==> config.mk <==
export PLATFORM = sky130hd
export DESIGN_NAME = safety_stop_input_filter
export DESIGN_NICKNAME = d
export VERILOG_FILES = /design/src/hw/rtl/ssif_pkg.sv /design/src/hw/rtl/ssif_stop_latch.sv /design/src/hw/rtl/ssif_health_filter.sv /design/src/hw/rtl/ssif_near_filter.sv /design/src/hw/rtl/safety_stop_input_filter.sv
export SDC_FILE = /design/constraint.sdc
export NUM_CORES = 1
export LEC_CHECK = 0
export BUFFER_PORTS_ARGS = -buffer_cell sky130_fd_sc_hd__buf_4
export CAP_MARGIN = 5
export CORE_ASPECT_RATIO = 1.4
export CORE_MARGIN = 2
export CORE_UTILIZATION = 55
export CTS_BUF_LIST = sky130_fd_sc_hd__clkbuf_2 sky130_fd_sc_hd__clkbuf_4 sky130_fd_sc_hd__clkbuf_8
export DETAILED_ROUTE_END_ITERATION = 6
export MAX_ROUTING_LAYER = met4
export PLACE_DENSITY = 0.72
export SLEW_MARGIN = 30
export SYNTH_ARGS = -nofsm -noshare
export SYNTH_HDL_FRONTEND = slang
export SYNTH_SLANG_ARGS = --single-unit
export TNS_END_PERCENT = 10
==> constraint.sdc <==
create_clock -name aclk -period 21.2 [get_ports aclk]
set_input_delay 6.36 -clock aclk [delete_from_list [all_inputs] [get_ports aclk]]
set_output_delay 6.36 -clock aclk [all_outputs]
set_load 0.02 [all_outputs]
==> src/hw/rtl/ssif_pkg.sv <==
// ============================================================================
// ssif_pkg - shared types and constants for the safety stop input filter
// Register indexes, reset values, field widths and the control and
// configuration bundles passed between the filter modules.
// ============================================================================
package ssif_pkg;

    // Field widths
    localparam int unsigned COUNT_W    = 8;
    localparam int unsigned DIST_W     = 16;
    localparam int unsigned HOLD_W     = 16;
    localparam int unsigned TIME_W     = 32;
    localparam int unsigned CFG_IDX_W  = 3;
    localparam int unsigned CFG_DATA_W = 16;
    localparam int unsigned S_DATA_W   = 56;
    localparam int unsigned M_DATA_W   = 8;

    // Configuration register indexes
    localparam logic [CFG_IDX_W-1:0] CFG_IDX_ESTOP_RELEASE    = 3'd0;
    localparam logic [CFG_IDX_W-1:0] CFG_IDX_HEALTH_HYST      = 3'd1;
    localparam logic [CFG_IDX_W-1:0] CFG_IDX_STOP_DISTANCE    = 3'd2;
    localparam logic [CFG_IDX_W-1:0] CFG_IDX_CLEAR_DISTANCE   = 3'd3;
    localparam logic [CFG_IDX_W-1:0] CFG_IDX_ENGAGE_HOLD      = 3'd4;
    localparam logic [CFG_IDX_W-1:0] CFG_IDX_OBSTACLE_RELEASE = 3'd5;

    // Configuration reset values
    localparam logic [COUNT_W-1:0] RST_ESTOP_RELEASE    = 8'd3;
    localparam logic [COUNT_W-1:0] RST_HEALTH_HYST      = 8'd3;
    localparam logic [DIST_W-1:0]  RST_STOP_DISTANCE    = 16'd500;
    localparam logic [DIST_W-1:0]  RST_CLEAR_DISTANCE   = 16'd700;
    localparam logic [HOLD_W-1:0]  RST_ENGAGE_HOLD      = 16'd100;
    localparam logic [COUNT_W-1:0] RST_OBSTACLE_RELEASE = 8'd3;

    // Input command codes
    localparam logic CMD_POLL  = 1'b0;
    localparam logic CMD_RESET = 1'b1;

    // Configuration register set
    typedef struct packed {
        logic [COUNT_W-1:0] estop_release_count;
        logic [COUNT_W-1:0] health_hysteresis_count;
        logic [DIST_W-1:0]  stop_distance_mm;
        logic [DIST_W-1:0]  clear_distance_mm;
        logic [HOLD_W-1:0]  hold_time_ms;
        logic [COUNT_W-1:0] obstacle_release_count;
    } cfg_t;

    // Per-transaction control to the filter state
    typedef struct packed {
        logic step;   // poll transaction leaves the input register
        logic clear;  // reset command leaves the input register
    } ctl_t;

endpackage

==> src/hw/rtl/ssif_stop_latch.sv <==
// ============================================================================
// ssif_stop_latch - emergency stop latch with release count
// Sets at once on an active poll; clears after a run of inactive polls.
// ============================================================================
module ssif_stop_latch (
    input  logic                         aclk,
    input  logic                         aresetn,
    input  ssif_pkg::ctl_t               ctl,
    input  logic                         active,
    input  logic [ssif_pkg::COUNT_W-1:0] release_count,
    output logic                         stop
);

    logic [ssif_pkg::COUNT_W-1:0] count_reg;
    logic [ssif_pkg::COUNT_W-1:0] count_next;
    logic                         latched_reg;
    logic                         latched_next;

    // Set on active, otherwise count inactive polls towards release
    always_comb begin
        count_next   = count_reg;
        latched_next = latched_reg;
        if (active) begin
            latched_next = 1'b1;
            count_next   = '0;
        end else begin
            if (count_reg < release_count) begin
                count_next = count_reg + 1'b1;
            end
            if (count_next >= release_count) begin
                latched_next = 1'b0;
            end
        end
    end

    assign stop = latched_next;

    // Advance on each poll transaction
    always_ff @(posedge aclk) begin
        if (!aresetn) begin
            count_reg   <= '0;
            latched_reg <= 1'b0;
        end else if (ctl.step) begin
            count_reg   <= count_next;
            latched_reg <= latched_next;
        end
    end

endmodule

==> src/hw/rtl/ssif_health_filter.sv <==
// ============================================================================
// ssif_health_filter - hysteresis filter on ultrasonic health
// First poll after a clear is taken as is; later changes need a run of
// differing polls.
// ============================================================================
module ssif_health_filter (
    input  logic                         aclk,
    input  logic                         aresetn,
    input  ssif_pkg::ctl_t               ctl,
    input  logic                         raw_ok,
    input  logic [ssif_pkg::COUNT_W-1:0] hysteresis_count,
    output logic                         healthy
);

    logic                         prev_reg;
    logic                         prev_next;
    logic                         seen_reg;
    logic                         seen_next;
    logic [ssif_pkg::COUNT_W-1:0] count_reg;
    logic [ssif_pkg::COUNT_W-1:0] count_next;
    logic [ssif_pkg::COUNT_W-1:0] count_inc;

    assign count_inc = count_reg + 1'b1;

    // Take the first poll, then count differing polls
    always_comb begin
        prev_next  = prev_reg;
        seen_next  = seen_reg;
        count_next = count_reg;
        if (!seen_reg) begin
            prev_next  = raw_ok;
            seen_next  = 1'b1;
            count_next = '0;
        end else if (raw_ok != prev_reg) begin
            if (count_inc >= hysteresis_count) begin
                prev_next  = raw_ok;
                count_next = '0;
            end else begin
                count_next = count_inc;
            end
        end else begin
            count_next = '0;
        end
    end

    assign healthy = prev_next;

    // Clear on reset command, advance on poll
    always_ff @(posedge aclk) begin
        if (!aresetn) begin
            prev_reg  <= 1'b0;
            seen_reg  <= 1'b0;
            count_reg <= '0;
        end else if (ctl.clear) begin
            prev_reg  <= 1'b0;
            seen_reg  <= 1'b0;
            count_reg <= '0;
        end else if (ctl.step) begin
            prev_reg  <= prev_next;
            seen_reg  <= seen_next;
            count_reg <= count_next;
        end
    end

endmodule

==> src/hw/rtl/ssif_near_filter.sv <==
// ============================================================================
// ssif_near_filter - obstacle near flag with engage hold and release count
// Compares distance against the stop or clear threshold, latches after the
// hold time and releases after a run of clear polls.
// ============================================================================
module ssif_near_filter (
    input  logic                        aclk,
    input  logic                        aresetn,
    input  ssif_pkg::ctl_t              ctl,
    input  ssif_pkg::cfg_t              cfg,
    input  logic                        sensor_ready,
    input  logic [ssif_pkg::DIST_W-1:0] distance_mm,
    input  logic [ssif_pkg::TIME_W-1:0] time_ms,
    output logic                        near
);

    logic [ssif_pkg::HOLD_W-1:0]  hold_copy_reg;
    logic [ssif_pkg::COUNT_W-1:0] release_copy_reg;
    logic [ssif_pkg::TIME_W-1:0]  since_reg;
    logic [ssif_pkg::TIME_W-1:0]  since_next;
    logic                         pending_reg;
    logic                         pending_next;
    logic [ssif_pkg::COUNT_W-1:0] clear_count_reg;
    logic [ssif_pkg::COUNT_W-1:0] clear_count_next;
    logic                         latched_reg;
    logic                         latched_next;
    logic [ssif_pkg::DIST_W-1:0]  threshold;
    logic                         close;
    logic [ssif_pkg::TIME_W-1:0]  elapsed;

    // Pick the threshold by the current flag
    assign threshold = latched_reg ? cfg.clear_distance_mm : cfg.stop_distance_mm;
    assign close     = sensor_ready && (distance_mm < threshold);

    // Start time is this poll when a too-close run begins
    assign since_next = (close && !latched_reg && !pending_reg) ? time_ms : since_reg;
    assign elapsed    = time_ms - since_next;

    // Engage after hold, release after clear polls
    always_comb begin
        pending_next     = pending_reg;
        clear_count_next = clear_count_reg;
        latched_next     = latched_reg;
        if (close) begin
            clear_count_next = '0;
            if (!latched_reg) begin
                pending_next = 1'b1;
                if (elapsed >= {{(ssif_pkg::TIME_W-ssif_pkg::HOLD_W){1'b0}}, hold_copy_reg})
                begin
                    latched_next = 1'b1;
                    pending_next = 1'b0;
                end
            end
        end else begin
            pending_next = 1'b0;
            if (latched_reg) begin
                if (clear_count_reg < release_copy_reg) begin
                    clear_count_next = clear_count_reg + 1'b1;
                end
                if (clear_count_next >= release_copy_reg) begin
                    latched_next     = 1'b0;
                    clear_count_next = '0;
                end
            end else begin
                clear_count_next = '0;
            end
        end
    end

    assign near = latched_next;

    // Reload the timing copies on reset command, advance on poll
    always_ff @(posedge aclk) begin
        if (!aresetn) begin
            hold_copy_reg    <= ssif_pkg::RST_ENGAGE_HOLD;
            release_copy_reg <= ssif_pkg::RST_OBSTACLE_RELEASE;
            since_reg        <= '0;
            pending_reg      <= 1'b0;
            clear_count_reg  <= '0;
            latched_reg      <= 1'b0;
        end else if (ctl.clear) begin
            hold_copy_reg    <= cfg.hold_time_ms;
            release_copy_reg <= cfg.obstacle_release_count;
            since_reg        <= '0;
            pending_reg      <= 1'b0;
            clear_count_reg  <= '0;
            latched_reg      <= 1'b0;
        end else if (ctl.step) begin
            since_reg       <= since_next;
            pending_reg     <= pending_next;
            clear_count_reg <= clear_count_next;
            latched_reg     <= latched_next;
        end
    end

endmodule

==> src/hw/rtl/safety_stop_input_filter.sv <==
// ============================================================================
// safety_stop_input_filter - qualifies stop inputs, sensor health and obstacle
// Input register, filter logic and result register; one poll per transaction.
// ============================================================================
// A poll passes the input register, then the result register, to m_tdata; it
// waits in the input register while the result side is not free. The filter
// state updates as a transaction leaves; up to one transaction per cycle.
// A reset command consumes one transaction, clears the ultrasonic filters and
// gives no result. aresetn clears all filter state and loads register defaults.
module safety_stop_input_filter (
    input  logic                            aclk,
    input  logic                            aresetn,
    // Configuration write port
    input  logic                            cfg_we,
    input  logic [ssif_pkg::CFG_IDX_W-1:0]  cfg_index,
    input  logic [ssif_pkg::CFG_DATA_W-1:0] cfg_wdata,
    // Input stream
    input  logic                            s_tvalid,
    output logic                            s_tready,
    // [0] button_ready, [1] button_raw_active, [2] remote_ready,
    // [3] remote_raw_active, [4] sensor_ready, [5] sensor health flag,
    // [21:6] distance_mm, [53:22] time_ms, [55:54] zero
    input  logic [ssif_pkg::S_DATA_W-1:0]   s_tdata,
    // [0] command
    input  logic                            s_tuser,
    // Result stream
    output logic                            m_tvalid,
    input  logic                            m_tready,
    // [0] button_stop, [1] remote_stop, [2] sensor_healthy,
    // [3] obstacle_near, [7:4] zero
    output logic [ssif_pkg::M_DATA_W-1:0]   m_tdata
);

    ssif_pkg::cfg_t                cfg_reg;
    logic                          in_valid_reg;
    logic                          in_cmd_reg;
    logic [ssif_pkg::S_DATA_W-1:0] in_data_reg;
    logic                          out_valid_reg;
    logic [ssif_pkg::M_DATA_W-1:0] out_data_reg;
    logic                          advance;
    ssif_pkg::ctl_t                ctl;
    logic                          button_active;
    logic                          remote_active;
    logic                          sensor_ready;
    logic                          button_stop;
    logic                          remote_stop;
    logic                          sensor_healthy;
    logic                          obstacle_near;

    // Register writes
    always_ff @(posedge aclk) begin
        if (!aresetn) begin
            cfg_reg.estop_release_count     <= ssif_pkg::RST_ESTOP_RELEASE;
            cfg_reg.health_hysteresis_count <= ssif_pkg::RST_HEALTH_HYST;
            cfg_reg.stop_distance_mm        <= ssif_pkg::RST_STOP_DISTANCE;
            cfg_reg.clear_distance_mm       <= ssif_pkg::RST_CLEAR_DISTANCE;
            cfg_reg.hold_time_ms            <= ssif_pkg::RST_ENGAGE_HOLD;
            cfg_reg.obstacle_release_count  <= ssif_pkg::RST_OBSTACLE_RELEASE;
        end else if (cfg_we) begin
            unique case (cfg_index)
                ssif_pkg::CFG_IDX_ESTOP_RELEASE:
                    cfg_reg.estop_release_count <= cfg_wdata[ssif_pkg::COUNT_W-1:0];
                ssif_pkg::CFG_IDX_HEALTH_HYST:
                    cfg_reg.health_hysteresis_count <= cfg_wdata[ssif_pkg::COUNT_W-1:0];
                ssif_pkg::CFG_IDX_STOP_DISTANCE:
                    cfg_reg.stop_distance_mm <= cfg_wdata[ssif_pkg::DIST_W-1:0];
                ssif_pkg::CFG_IDX_CLEAR_DISTANCE:
                    cfg_reg.clear_distance_mm <= cfg_wdata[ssif_pkg::DIST_W-1:0];
                ssif_pkg::CFG_IDX_ENGAGE_HOLD:
                    cfg_reg.hold_time_ms <= cfg_wdata[ssif_pkg::HOLD_W-1:0];
                ssif_pkg::CFG_IDX_OBSTACLE_RELEASE:
                    cfg_reg.obstacle_release_count <= cfg_wdata[ssif_pkg::COUNT_W-1:0];
                default: begin
                end
            endcase
        end
    end

    // A reset command leaves without a result; a poll needs a free result slot
    assign advance  = in_valid_reg &&
                      ((in_cmd_reg == ssif_pkg::CMD_RESET) || !out_valid_reg || m_tready);
    assign s_tready = !in_valid_reg || advance;

    assign ctl.step  = advance && (in_cmd_reg == ssif_pkg::CMD_POLL);
    assign ctl.clear = advance && (in_cmd_reg == ssif_pkg::CMD_RESET);

    // Hold the accepted transaction
    always_ff @(posedge aclk) begin
        if (!aresetn) begin
            in_valid_reg <= 1'b0;
        end else if (s_tready) begin
            in_valid_reg <= s_tvalid;
        end
    end

    always_ff @(posedge aclk) begin
        if (s_tvalid && s_tready) begin
            in_cmd_reg  <= s_tuser;
            in_data_reg <= s_tdata;
        end
    end

    // Unready sources count as active
    assign button_active = !in_data_reg[0] || in_data_reg[1];
    assign remote_active = !in_data_reg[2] || in_data_reg[3];
    assign sensor_ready  = in_data_reg[4];

    ssif_stop_latch u_button_latch (
        .aclk          (aclk),
        .aresetn       (aresetn),
        .ctl           (ctl),
        .active        (button_active),
        .release_count (cfg_reg.estop_release_count),
        .stop          (button_stop)
    );

    ssif_stop_latch u_remote_latch (
        .aclk          (aclk),
        .aresetn       (aresetn),
        .ctl           (ctl),
        .active        (remote_active),
        .release_count (cfg_reg.estop_release_count),
        .stop          (remote_stop)
    );

    ssif_health_filter u_health (
        .aclk             (aclk),
        .aresetn          (aresetn),
        .ctl              (ctl),
        .raw_ok           (sensor_ready && in_data_reg[5]),
        .hysteresis_count (cfg_reg.health_hysteresis_count),
        .healthy          (sensor_healthy)
    );

    ssif_near_filter u_near (
        .aclk         (aclk),
        .aresetn      (aresetn),
        .ctl          (ctl),
        .cfg          (cfg_reg),
        .sensor_ready (sensor_ready),
        .distance_mm  (in_data_reg[21:6]),
        .time_ms      (in_data_reg[53:22]),
        .near         (obstacle_near)
    );

    // Result register: load on poll, drop when taken
    always_ff @(posedge aclk) begin
        if (!aresetn) begin
            out_valid_reg <= 1'b0;
        end else if (ctl.step) begin
            out_valid_reg <= 1'b1;
        end else if (m_tready) begin
            out_valid_reg <= 1'b0;
        end
    end

    always_ff @(posedge aclk) begin
        if (ctl.step) begin
            out_data_reg <= {4'b0000, obstacle_near, sensor_healthy, remote_stop, button_stop};
        end
    end

    assign m_tvalid = out_valid_reg;
    assign m_tdata  = out_data_reg;

endmodule
==> out/qor.txt, run 1 <==
Commonest non-fill, non-tap cells in the layout -> nand2_1, dfxtp_1, a21oi_1
Final worst clock skew -> 11.4 ps
Total track usage -> 0.266
Detailed Place HPWL -> 22.8 mm
Gp weighted congestion -> 0.929
P per Cell Area -> 70.0 nW/µm²
I/O Pins -> 91
CP endpoint kind -> output port
Die footprint -> 24800 µm²
Reg clk slew, reported paths -> 60 ps
Mapped Area -> 12900 µm²
DR vias/cell -> 5.77
Root Driver -> clkbuf_8
Most frequent cell on the critical path -> buf_4
Crit-path slowest cell -> nand2b_1
Startpoint Class -> input pin
Combinational share of power -> 0.136
Clock power share -> 0.410
Cts repair resizes -> 0
Yosys warns -> 0
Final Slew Violations -> 0
Worst Hold End -> u_near.release_copy_reg[3]
Die Wd -> 134 µm
Clk sinks -> 227
Core box area -> 23200 µm²
Worst Reg-to-Reg Cells -> 27
Hold path startpoint -> cfg_reg[3]
Synthesized flop and latch total -> 227
Max Freq -> 74.0 MHz
H-tree depth -> 2
Max clock buf depth -> 3
P_int -> 757 µW
Placed cells -> 1829
Critical Path Fanout Max -> 3
Rows -> 66
Initial DRT Pass Iterations -> 6
Setup bufs post-CTS -> 0
Peak per-stage delay on the critical path -> 230 ps
Crit Path Class -> input pin to output port
Switching Fraction -> 0.259
Min Clock Period, post-route -> 13500 ps
IO buf count -> 84
Synth-to-layout area growth -> 12.7%
RR Startpoint -> u_near.latched_reg
Average wire per standard cell -> 16.7 µm
Status -> complete, no violations
Flop pwr share -> 0.454
Worst EP required -> 14840 ps
First-pass GRT wire length -> 52.2 mm
Clock latency on the worst-skew pair -> 530 ps
Non-filler cells, final -> 1895
Post-route setup TNS -> 0 ps
Iteration-0 DRC Markers -> 706
Finish-stage setup viols -> 0
Commonest non-fill, non-tap cell in the layout -> nand2_1
Reg2reg setup slack -> 13780 ps
Residual DRC -> 0
Fraction of registers with async set/reset -> 0
RSZ-0062 raised after global routing -> no
Largest net degree at the start of global routing -> 96
Worst Path Arrival -> 7140 ps
Post-layout nets -> 1760
Final ANT Viol Nets -> 0
Syn Inst Count -> 1499
Total Wirelength -> 31.7 mm
Post-synthesis sequential area ratio -> 0.397
Initial antenna violation count -> 0
Slew @ Worst Pin -> 841 ps
EDFF count, synth -> 59
Fin crit share -> 0.637
Hold Path Class -> flop to flop
CTS Hold Buffers Added -> 0
Final Core Density -> 0.629
Headroom to the max-slew limit -> 0.439
Via Count -> 10900
Layout cells sized above 1 -> 0.118
Initial Util -> 0.558
Final hold vios -> 0
Number of global-route vias before repair -> 10700
Num CTS Buffers -> 37
Worst IR drop on VDD -> 0.0508 mV
Most common flop cell mapped by yosys -> dfxtp_1
CTS tree -> built
Congestion Overflow GR -> 0
Yosys cell types -> 79
Hold Crit Depth -> 2
Die height -> 186 µm
Largest register FFs -> 72
Max_cap viols -> 0
# diodes -> 0
Crit-path cells -> buf_4 > nand2b_1 > nor2_1 > nand2_1 > buf_4
Leakage -> 5.89 nW
FF-to-FF End -> m_tdata[3]
Synth Area per Inst -> 8.64 µm²
P_sw -> 265 µW
==> power groups by stage <==
stage | sequential, mW | combinational [mW] | clock [mW]
2_1_floorplan | 0.471 | 0.0961 | 0
3_3_place_gp | 0.473 | 0.136 | 0
3_5_place_dp | 0.473 | 0.138 | 0
4_1_cts | 0.464 | 0.139 | 0.428
5_1_grt | 0.465 | 0.156 | 0.445
6_report | 0.464 | 0.139 | 0.419
==> cells in the mapped netlist, types with 5 or more instances <==
cell / instances / share of area
xnor2_1: 37 / 0.025
nor2_1: 123 / 0.036
nand2b_1: 19 / 0.0092
and2_1: 16 / 0.0077
nor4_1: 5 / 0.0024
ha_1: 116 / 0.11
dfxtp_1: 168 / 0.26
a311oi_1: 11 / 0.0074
nand3_1: 41 / 0.016
o21bai_1: 8 / 0.0046
edfxtp_1: 59 / 0.14
a21oi_1: 164 / 0.063
buf_2: 6 / 0.0023
and4_1: 5 / 0.0034
nor2b_1: 18 / 0.0087
nor3_1: 12 / 0.0046
a31oi_1: 13 / 0.0063
o21ai_0: 41 / 0.016
o211ai_1: 14 / 0.0081
nand2_1: 257 / 0.074
nand3b_1: 6 / 0.0035
mux2i_1: 45 / 0.035
inv_1: 54 / 0.016
and3_1: 12 / 0.0058
nand4_1: 16 / 0.0077
clkbuf_1: 54 / 0.016
a21o_1: 49 / 0.028
a22oi_1: 24 / 0.014
xor2_1: 14 / 0.0095
buf_1: 8 / 0.0023
==> cell type report <==
class                      count  area [µm²]
fill                        2017        8610
multi-input combinational   1149        7350
clock buffer                  59         737
inverter                      54         204
sequential                   227        5130
timing repair buffer          93         702
tap                          306         383
clock inverter                 7        90.1
==> kinds of logic (layout without fill, tap and decap cells) <==
family                     Yosys count  in the layout  share of synthesized area
other                                1              4                   0.000290
xor gates and xnor gates            51             51                     0.0345
buffers and inverters              126            213                     0.0383
adders and majority gates          117            117                      0.114
DFF                                227            227                      0.397
AOI/OAI and AO/OA                  377            377                      0.186
muxes                               50             50                     0.0391
and+or+nand+nor                    550            550                      0.191
==> worst max-delay path by stage <==
stage | endpoint | slack, ps | cells after the start | start
final | s_tready | 7700 | 5 | m_tready
after global routing | s_tready | 7610 | 5 | m_tready
after CTS | s_tready | 7680 | 5 | m_tready
after detailed placement | s_tready | 7680 | 5 | m_tready
after global placement | s_tready | 7700 | 5 | m_tready
after floorplan | s_tready | 8060 | 3 | m_tready
==> routing by layer <==
metal	GRT usage	part of all wire	wire (µm)	vias to the layer above
met1	0.300	0.41	13100	5153
met2	0.477	0.51	16200	266
met3	0.0389	0.044	1380	80
met4	0.101	0.035	1110	0
met5	-	0	0	-
li1	-	-	-	5443
==> critical path: cells and delay by family <==
| kind | cells | cell delay, ps |
|---|---|---|
| buffers and inverters | 2 | 280 |
| and+or+nand+nor | 3 | 500 |
==> through the flow <==
stage	instance area [µm²]	hold slack, ps	power (mW)	setup WS (ps)
floorplan	13000	432	0.567	8060
global placement	13800	440	0.609	7700
detailed placement	13800	444	0.611	7680
CTS	14600	452	1.03	7680
global route	14600	467	1.07	7610
finish	14600	452	1.02	7700
Power figures use the tool's default switching activity.
==> run 2: changes to the inputs <==
--- a/config.mk
+++ b/config.mk
@@ -13,7 +13,7 @@
 export CTS_BUF_LIST = sky130_fd_sc_hd__clkbuf_2 sky130_fd_sc_hd__clkbuf_4 sky130_fd_sc_hd__clkbuf_8
 export DETAILED_ROUTE_END_ITERATION = 6
 export MAX_ROUTING_LAYER = met4
-export PLACE_DENSITY = 0.72
+export PLACE_DENSITY = 0.75
 export SLEW_MARGIN = 30
 export SYNTH_ARGS = -nofsm -noshare
 export SYNTH_HDL_FRONTEND = slang
==> constraint.sdc (replaced) <==
create_clock -name aclk -period 11.6 [get_ports aclk]
set_input_delay 3.48 -clock aclk [delete_from_list [all_inputs] [get_ports aclk]]
set_output_delay 3.48 -clock aclk [all_outputs]
set_load 0.02 [all_outputs]
==> run 2 against run 1 <==
  * First-iteration DRC count down 16%
  * Core utilization down 0.27 points
  * Routed wire length is 0.11% higher
  * Sequential power is 83% higher
  * Worst setup slack worse by 3800 ps
  * Critical path type unchanged
==> out/qor.txt, run 2 (same netlist as run 1, synthesis figures left out) <==
Synth-to-layout area growth -> 12.2%
CTS tree -> built
DP Worst Slack -> 3940 ps
I/O Pins -> 91
Max_cap viols -> 0
Total Wirelength -> 31.8 mm
Commonest non-fill, non-tap cell in the layout -> nand2_1
Slew @ Worst Pin -> 892 ps
Crit Path Class -> input pin to output port
Die footprint -> 24800 µm²
Reg clk slew, reported paths -> 60 ps
Clock latency on the worst-skew pair -> 540 ps
CTS Hold Buffers Added -> 0
Cts repair resizes -> 0
Setup bufs post-CTS -> 0
Via Count -> 11000
Dpl cell area -> 13800 µm²
Headroom to the max-slew limit -> 0.405
Initial DRT Pass Iterations -> 5
Critical Path Fanout Max -> 3
Finished Cell Area -> 14500 µm²
Final worst clock skew -> 16.7 ps
Initial Util -> 0.558
Startpoint Class -> input pin
Final hold vios -> 0
Worst EP required -> 8120 ps
# diodes -> 0
Grt met2 use -> 0.467
Clk sinks -> 227
Total track usage -> 0.262
First-pass GRT wire length -> 51.5 mm
P per Cell Area -> 126 nW/µm²
Initial antenna violation count -> 0
Crit. Startpoint -> m_tready
Min Clock Period, post-route -> 7670 ps
CP endpoint kind -> output port
Finish-stage setup viols -> 0
Root Driver -> clkbuf_8
RR Startpoint -> u_near.latched_reg
Commonest non-fill, non-tap cells in the layout -> nand2_1, dfxtp_1, a21oi_1
Number of global-route vias before repair -> 10800
Area occupied by multi-input gates -> 7350 µm²
Num CTS Buffers -> 37
H-tree depth -> 2
Hold path startpoint -> cfg_reg[4]
Congestion Overflow GR -> 0
Largest register FFs -> 72
Detailed Place HPWL -> 22.7 mm
Worst IR drop on VDD -> 0.0856 mV
Max clock buf depth -> 3
Residual DRC -> 0
Final ANT Viol Nets -> 0
Leakage -> 5.87 nW
Average wire per standard cell -> 16.8 µm
DR vias/cell -> 5.78
FF/Latch Area -> 5130 µm²
Layout cells sized above 1 -> 0.118
Hold Path Class -> flop to flop
Max Freq -> 130 MHz
IO buf count -> 84
Met3 Usage GRT -> 0.0379
Die Wd -> 134 µm
Fill cell count -> 2013
Gp weighted congestion -> 0.913
Final worst slack -> 3930 ps
RSZ-0062 raised after global routing -> no
Die height -> 186 µm
Grt peak-use layer -> met2
Largest net degree at the start of global routing -> 83
Tot Pwr -> 1.83 mW
Post-route setup TNS -> 0 ps
Status -> complete, no violations
Grt met1 use -> 0.295
Final Slew Violations -> 0
Post-layout nets -> 1760
Rows -> 66
Worst Path Arrival -> 4190 ps
Iteration-0 DRC Markers -> 596
Fin crit share -> 0.661
Core box area -> 23200 µm²
run 2: worst paths after layout:
| check | endpoint | depth (start not counted) | slack (ps) |
|---|---|---|---|
| max | s_tready | 5 | 3930 |
| min | u_near.release_copy_reg[4] | 2 | 450 |
| max reg2reg | m_tdata[3] | 29 | 4010 |
| min reg2reg | u_near.release_copy_reg[4] | 2 | 450 |
run 2: critical path, cell delays in order:
cell,delay (ps)
buf_4,140
nand2b_1,190
nor2_1,140
nand2_1,80
buf_4,170
run 2: cell type report:
class | instances | area share
Inverter | 54 | 0.0140
Multi-Input combinational cell | 1149 | 0.505
Sequential cell | 227 | 0.353
Clock buffer | 58 | 0.0480
Clock inverter | 8 | 0.00482
Timing Repair Buffer | 93 | 0.0480
Tap cell | 306 | 0.0263
run 2: stage by stage:
| stage | cells | utilization | hold WS, ps |
|---|---|---|---|
| 2_1_floorplan | 1502 | - | 432 |
| 3_3_place_gp | 1829 | 0.593 | 439 |
| 3_5_place_dp | 1829 | 0.593 | 444 |
| 4_1_cts | 1895 | 0.626 | 449 |
| 5_1_grt | 1895 | 0.626 | 466 |
| 6_report | 1895 | 0.626 | 448 |
run 2: metal layers:
layer / share of wire / vias up
li1: - / 5440
met2: 0.50 / 286
met5: 0 / -
met3: 0.047 / 94
met4: 0.038 / 0
met1: 0.41 / 5142
run 2: power by group:
| part | leakage [nW] | internal (mW) | switching [mW] | total, mW |
|---|---|---|---|---|
| clock | 0.410 | 0.406 | 0.323 | 0.728 |
| sequential | 1.93 | 0.835 | 0.0129 | 0.848 |
| combinational | 3.52 | 0.101 | 0.155 | 0.255 |
==> run 3: changes to the inputs <==
--- a/config.mk
+++ b/config.mk
@@ -5,6 +5,7 @@
 export SDC_FILE = /design/constraint.sdc
 export NUM_CORES = 1
 export LEC_CHECK = 0
+export ABC_AREA = 1
 export BUFFER_PORTS_ARGS = -buffer_cell sky130_fd_sc_hd__buf_4
 export CAP_MARGIN = 5
 export CORE_ASPECT_RATIO = 1.4
@@ -13,7 +14,7 @@
 export CTS_BUF_LIST = sky130_fd_sc_hd__clkbuf_2 sky130_fd_sc_hd__clkbuf_4 sky130_fd_sc_hd__clkbuf_8
 export DETAILED_ROUTE_END_ITERATION = 6
 export MAX_ROUTING_LAYER = met4
-export PLACE_DENSITY = 0.75
+export PLACE_DENSITY = 0.72
 export SLEW_MARGIN = 30
 export SYNTH_ARGS = -nofsm -noshare
 export SYNTH_HDL_FRONTEND = slang
==> constraint.sdc (replaced) <==
create_clock -name aclk -period 8 [get_ports aclk]
set_input_delay 2.4 -clock aclk [delete_from_list [all_inputs] [get_ports aclk]]
set_output_delay 2.4 -clock aclk [all_outputs]
set_load 0.02 [all_outputs]
==> run 3 against run 2 <==
  * Register-to-register slack got worse by 2800 ps
  * Clock skew increased by 1.8 ps
  * Global-route usage is 1.3 points lower
  * Clock power increased by 58%
  * Non-clock buffer count up 1
  * Core utilization grew 1.2 points
  * Critical path depth grew 30
  * Total power rose by 60%
  * First-iteration DRC count shrank 0.84%
  * Sequential power grew 47%
  * Largest power group unchanged
==> out/qor.txt, run 3 <==
Status -> complete, no violations
Initial Util -> 0.562
I/O Pins -> 91
Finish-stage setup viols -> 0
Worst Path Arrival -> 7110 ps
Total track usage -> 0.249
Number of global-route vias before repair -> 10200
Post-layout nets -> 1894
Most common flop cell mapped by yosys -> dfxtp_1
Final worst slack -> 1180 ps
Reg2reg setup slack -> 1180 ps
Die Wd -> 133 µm
Clock latency on the worst-skew pair -> 550 ps
Cell with the most instances after synthesis -> nand2_1
Detailed Place HPWL -> 21.3 mm
DP Worst Slack -> 1260 ps
Layout cells sized above 1 -> 0.113
Fin crit share -> 0.852
CTS Hold Buffers Added -> 0
Met3 wire len -> 1.28 mm
Peak per-stage delay on the critical path -> 790 ps
P per Cell Area -> 202 nW/µm²
Reg clk slew, reported paths -> 60 ps
Fill cell count -> 2023
Mapped Area -> 12700 µm²
Max_cap viols -> 0
Synth-to-layout area growth -> 13.7%
Final hold vios -> 0
Residual DRC -> 0
RSZ-0062 raised after global routing -> no
Top cells by area, synth -> dfxtp_1, edfxtp_1, ha_1, nand2_1, inv_1
Yosys top cell area share -> 0.264
Congestion Overflow GR -> 0
Slew @ Worst Pin -> 886 ps
Critical Path Fanout Max -> 26
Root Driver -> clkbuf_8
Switching Fraction -> 0.283
P_sw -> 827 µW
Commonest non-fill, non-tap cells in the layout -> nand2_1, inv_1, dfxtp_1
Wire length on met1 -> 12.5 mm
Crit-path slowest cell -> dfxtp_1
Core box area -> 22700 µm²
Min Clock Period, post-route -> 6820 ps
Startpoint Class -> flop
Largest register FFs -> 72
Leakage -> 6.75 nW
Die height -> 184 µm
WL met2 -> 14.7 mm
Initial antenna violation count -> 0
Finished Cell Area -> 14500 µm²
Clk sinks -> 227
Largest net degree at the start of global routing -> 99
Crit Path Class -> flop to flop
Dpl cell area -> 13600 µm²
Worst EP required -> 8290 ps
Post-synthesis sequential area ratio -> 0.403
Clock power share -> 0.393
Gp weighted congestion -> 0.929
Final Slew Violations -> 0
Post-synth top cells -> nand2_1, inv_1, dfxtp_1
Area occupied by multi-input gates -> 6590 µm²
Yosys cell types -> 47
FF-to-FF End -> m_tdata[3]
Final ANT Viol Nets -> 0
Synthesized flop and latch total -> 227
Most frequent cell on the critical path -> nand2_1
Iteration-0 DRC Markers -> 591
Yosys warns -> 0
Cts repair resizes -> 0
Worst Reg-to-Reg Cells -> 35
Commonest non-fill, non-tap cell in the layout -> nand2_1
Top Layer Used -> met4
DR vias/cell -> 5.31
Fraction of registers with async set/reset -> 0
Num CTS Buffers -> 37
Flop pwr share -> 0.427
Average wire per standard cell -> 14.6 µm
Initial DRT Pass Iterations -> 6
Worst IR drop on VDD -> 0.163 mV
Setup bufs post-CTS -> 0
Final worst clock skew -> 18.5 ps
Max clock buf depth -> 3
RR Startpoint -> u_near.latched_reg
First-pass GRT wire length -> 48.1 mm
FF/Latch Area -> 5130 µm²
Via Count -> 10700
Placed cells -> 1958
Tot Pwr -> 2.93 mW
IO buf count -> 84
P_int -> 2.10 mW
Post-route setup TNS -> 0 ps
# diodes -> 0
Headroom to the max-slew limit -> 0.405
Max Freq -> 147 MHz
Hold Path Class -> flop to flop
CTS tree -> built
Top cell type by total area after synthesis -> dfxtp_1
Non-filler cells, final -> 2024
Synth Area per Inst -> 7.91 µm²
Crit. Startpoint -> u_near.latched_reg
Die footprint -> 24400 µm²
Syn Inst Count -> 1612
EDFF count, synth -> 59
Rows -> 65
Worst Setup EP -> m_tdata[3]
Total Wirelength -> 29.5 mm
CP endpoint kind -> flop
Combinational share of power -> 0.180
H-tree depth -> 2
-- run 3: worst max-delay path, delay by kind of cell (launching register included) --
kind	cells	cell delay, ps
and+or+nand+nor	19	2390
AOI/OAI and AO/OA	8	1450
adders and majority gates	4	1200
DFF	1	790
buffers and inverters	2	320
muxes	1	210
xor gates and xnor gates	1	210
-- run 3: final cells by class --
cell class | instances | area share
Tap cell | 301 | 0.0260
Multi-Input combinational cell | 1116 | 0.455
Clock buffer | 55 | 0.0492
Clock inverter | 11 | 0.00993
Inverter | 220 | 0.0571
Sequential cell | 227 | 0.354
Timing Repair Buffer | 94 | 0.0487
-- run 3: stage by stage --
stage | hold slack [ps] | utilization
2_1_floorplan | 424 | -
3_3_place_gp | 435 | 0.600
3_5_place_dp | 442 | 0.601
4_1_cts | 455 | 0.638
5_1_grt | 479 | 0.639
6_report | 452 | 0.639
-- run 3: cells by family after synthesis --
group           Yosys count  synth area share
simple gates            573             0.192
buf+inv                 272            0.0830
mux                      31            0.0246
fa+ha+maj               117             0.115
other cells               1          0.000294
flops                   227             0.403
xor+xnor                 44            0.0302
compound gates          347             0.151
-- run 3: metal layers --
layer / up-vias / global-route usage
li1: 5525 / -
met1: 4910 / 0.289
met2: 244 / 0.435
met3: 62 / 0.0358
met4: 0 / 0.0998
met5: - / -
-- run 3: power groups by stage --
stage | registers [mW] | logic, mW | clock network (mW)
floorplan | 1.27 | 0.383 | 0
global placement | 1.27 | 0.511 | 0
detailed placement | 1.27 | 0.522 | 0
CTS | 1.25 | 0.527 | 1.18
global route | 1.26 | 0.596 | 1.23
finish | 1.25 | 0.526 | 1.15
-- run 3: how the worst min path moves through the flow --
| stage | cells after the start | slack, ps | from | end |
|---|---|---|---|---|
| 6_report | 2 | 450 | cfg_reg[37] | cfg_reg[37] |
| 5_1_grt | 2 | 480 | cfg_reg[36] | cfg_reg[36] |
| 4_1_cts | 2 | 450 | cfg_reg[34] | cfg_reg[34] |
| 3_5_place_dp | 2 | 440 | cfg_reg[42] | cfg_reg[42] |
| 3_3_place_gp | 2 | 430 | cfg_reg[48] | cfg_reg[48] |
| 2_1_floorplan | 2 | 420 | cfg_reg[46] | cfg_reg[46] |
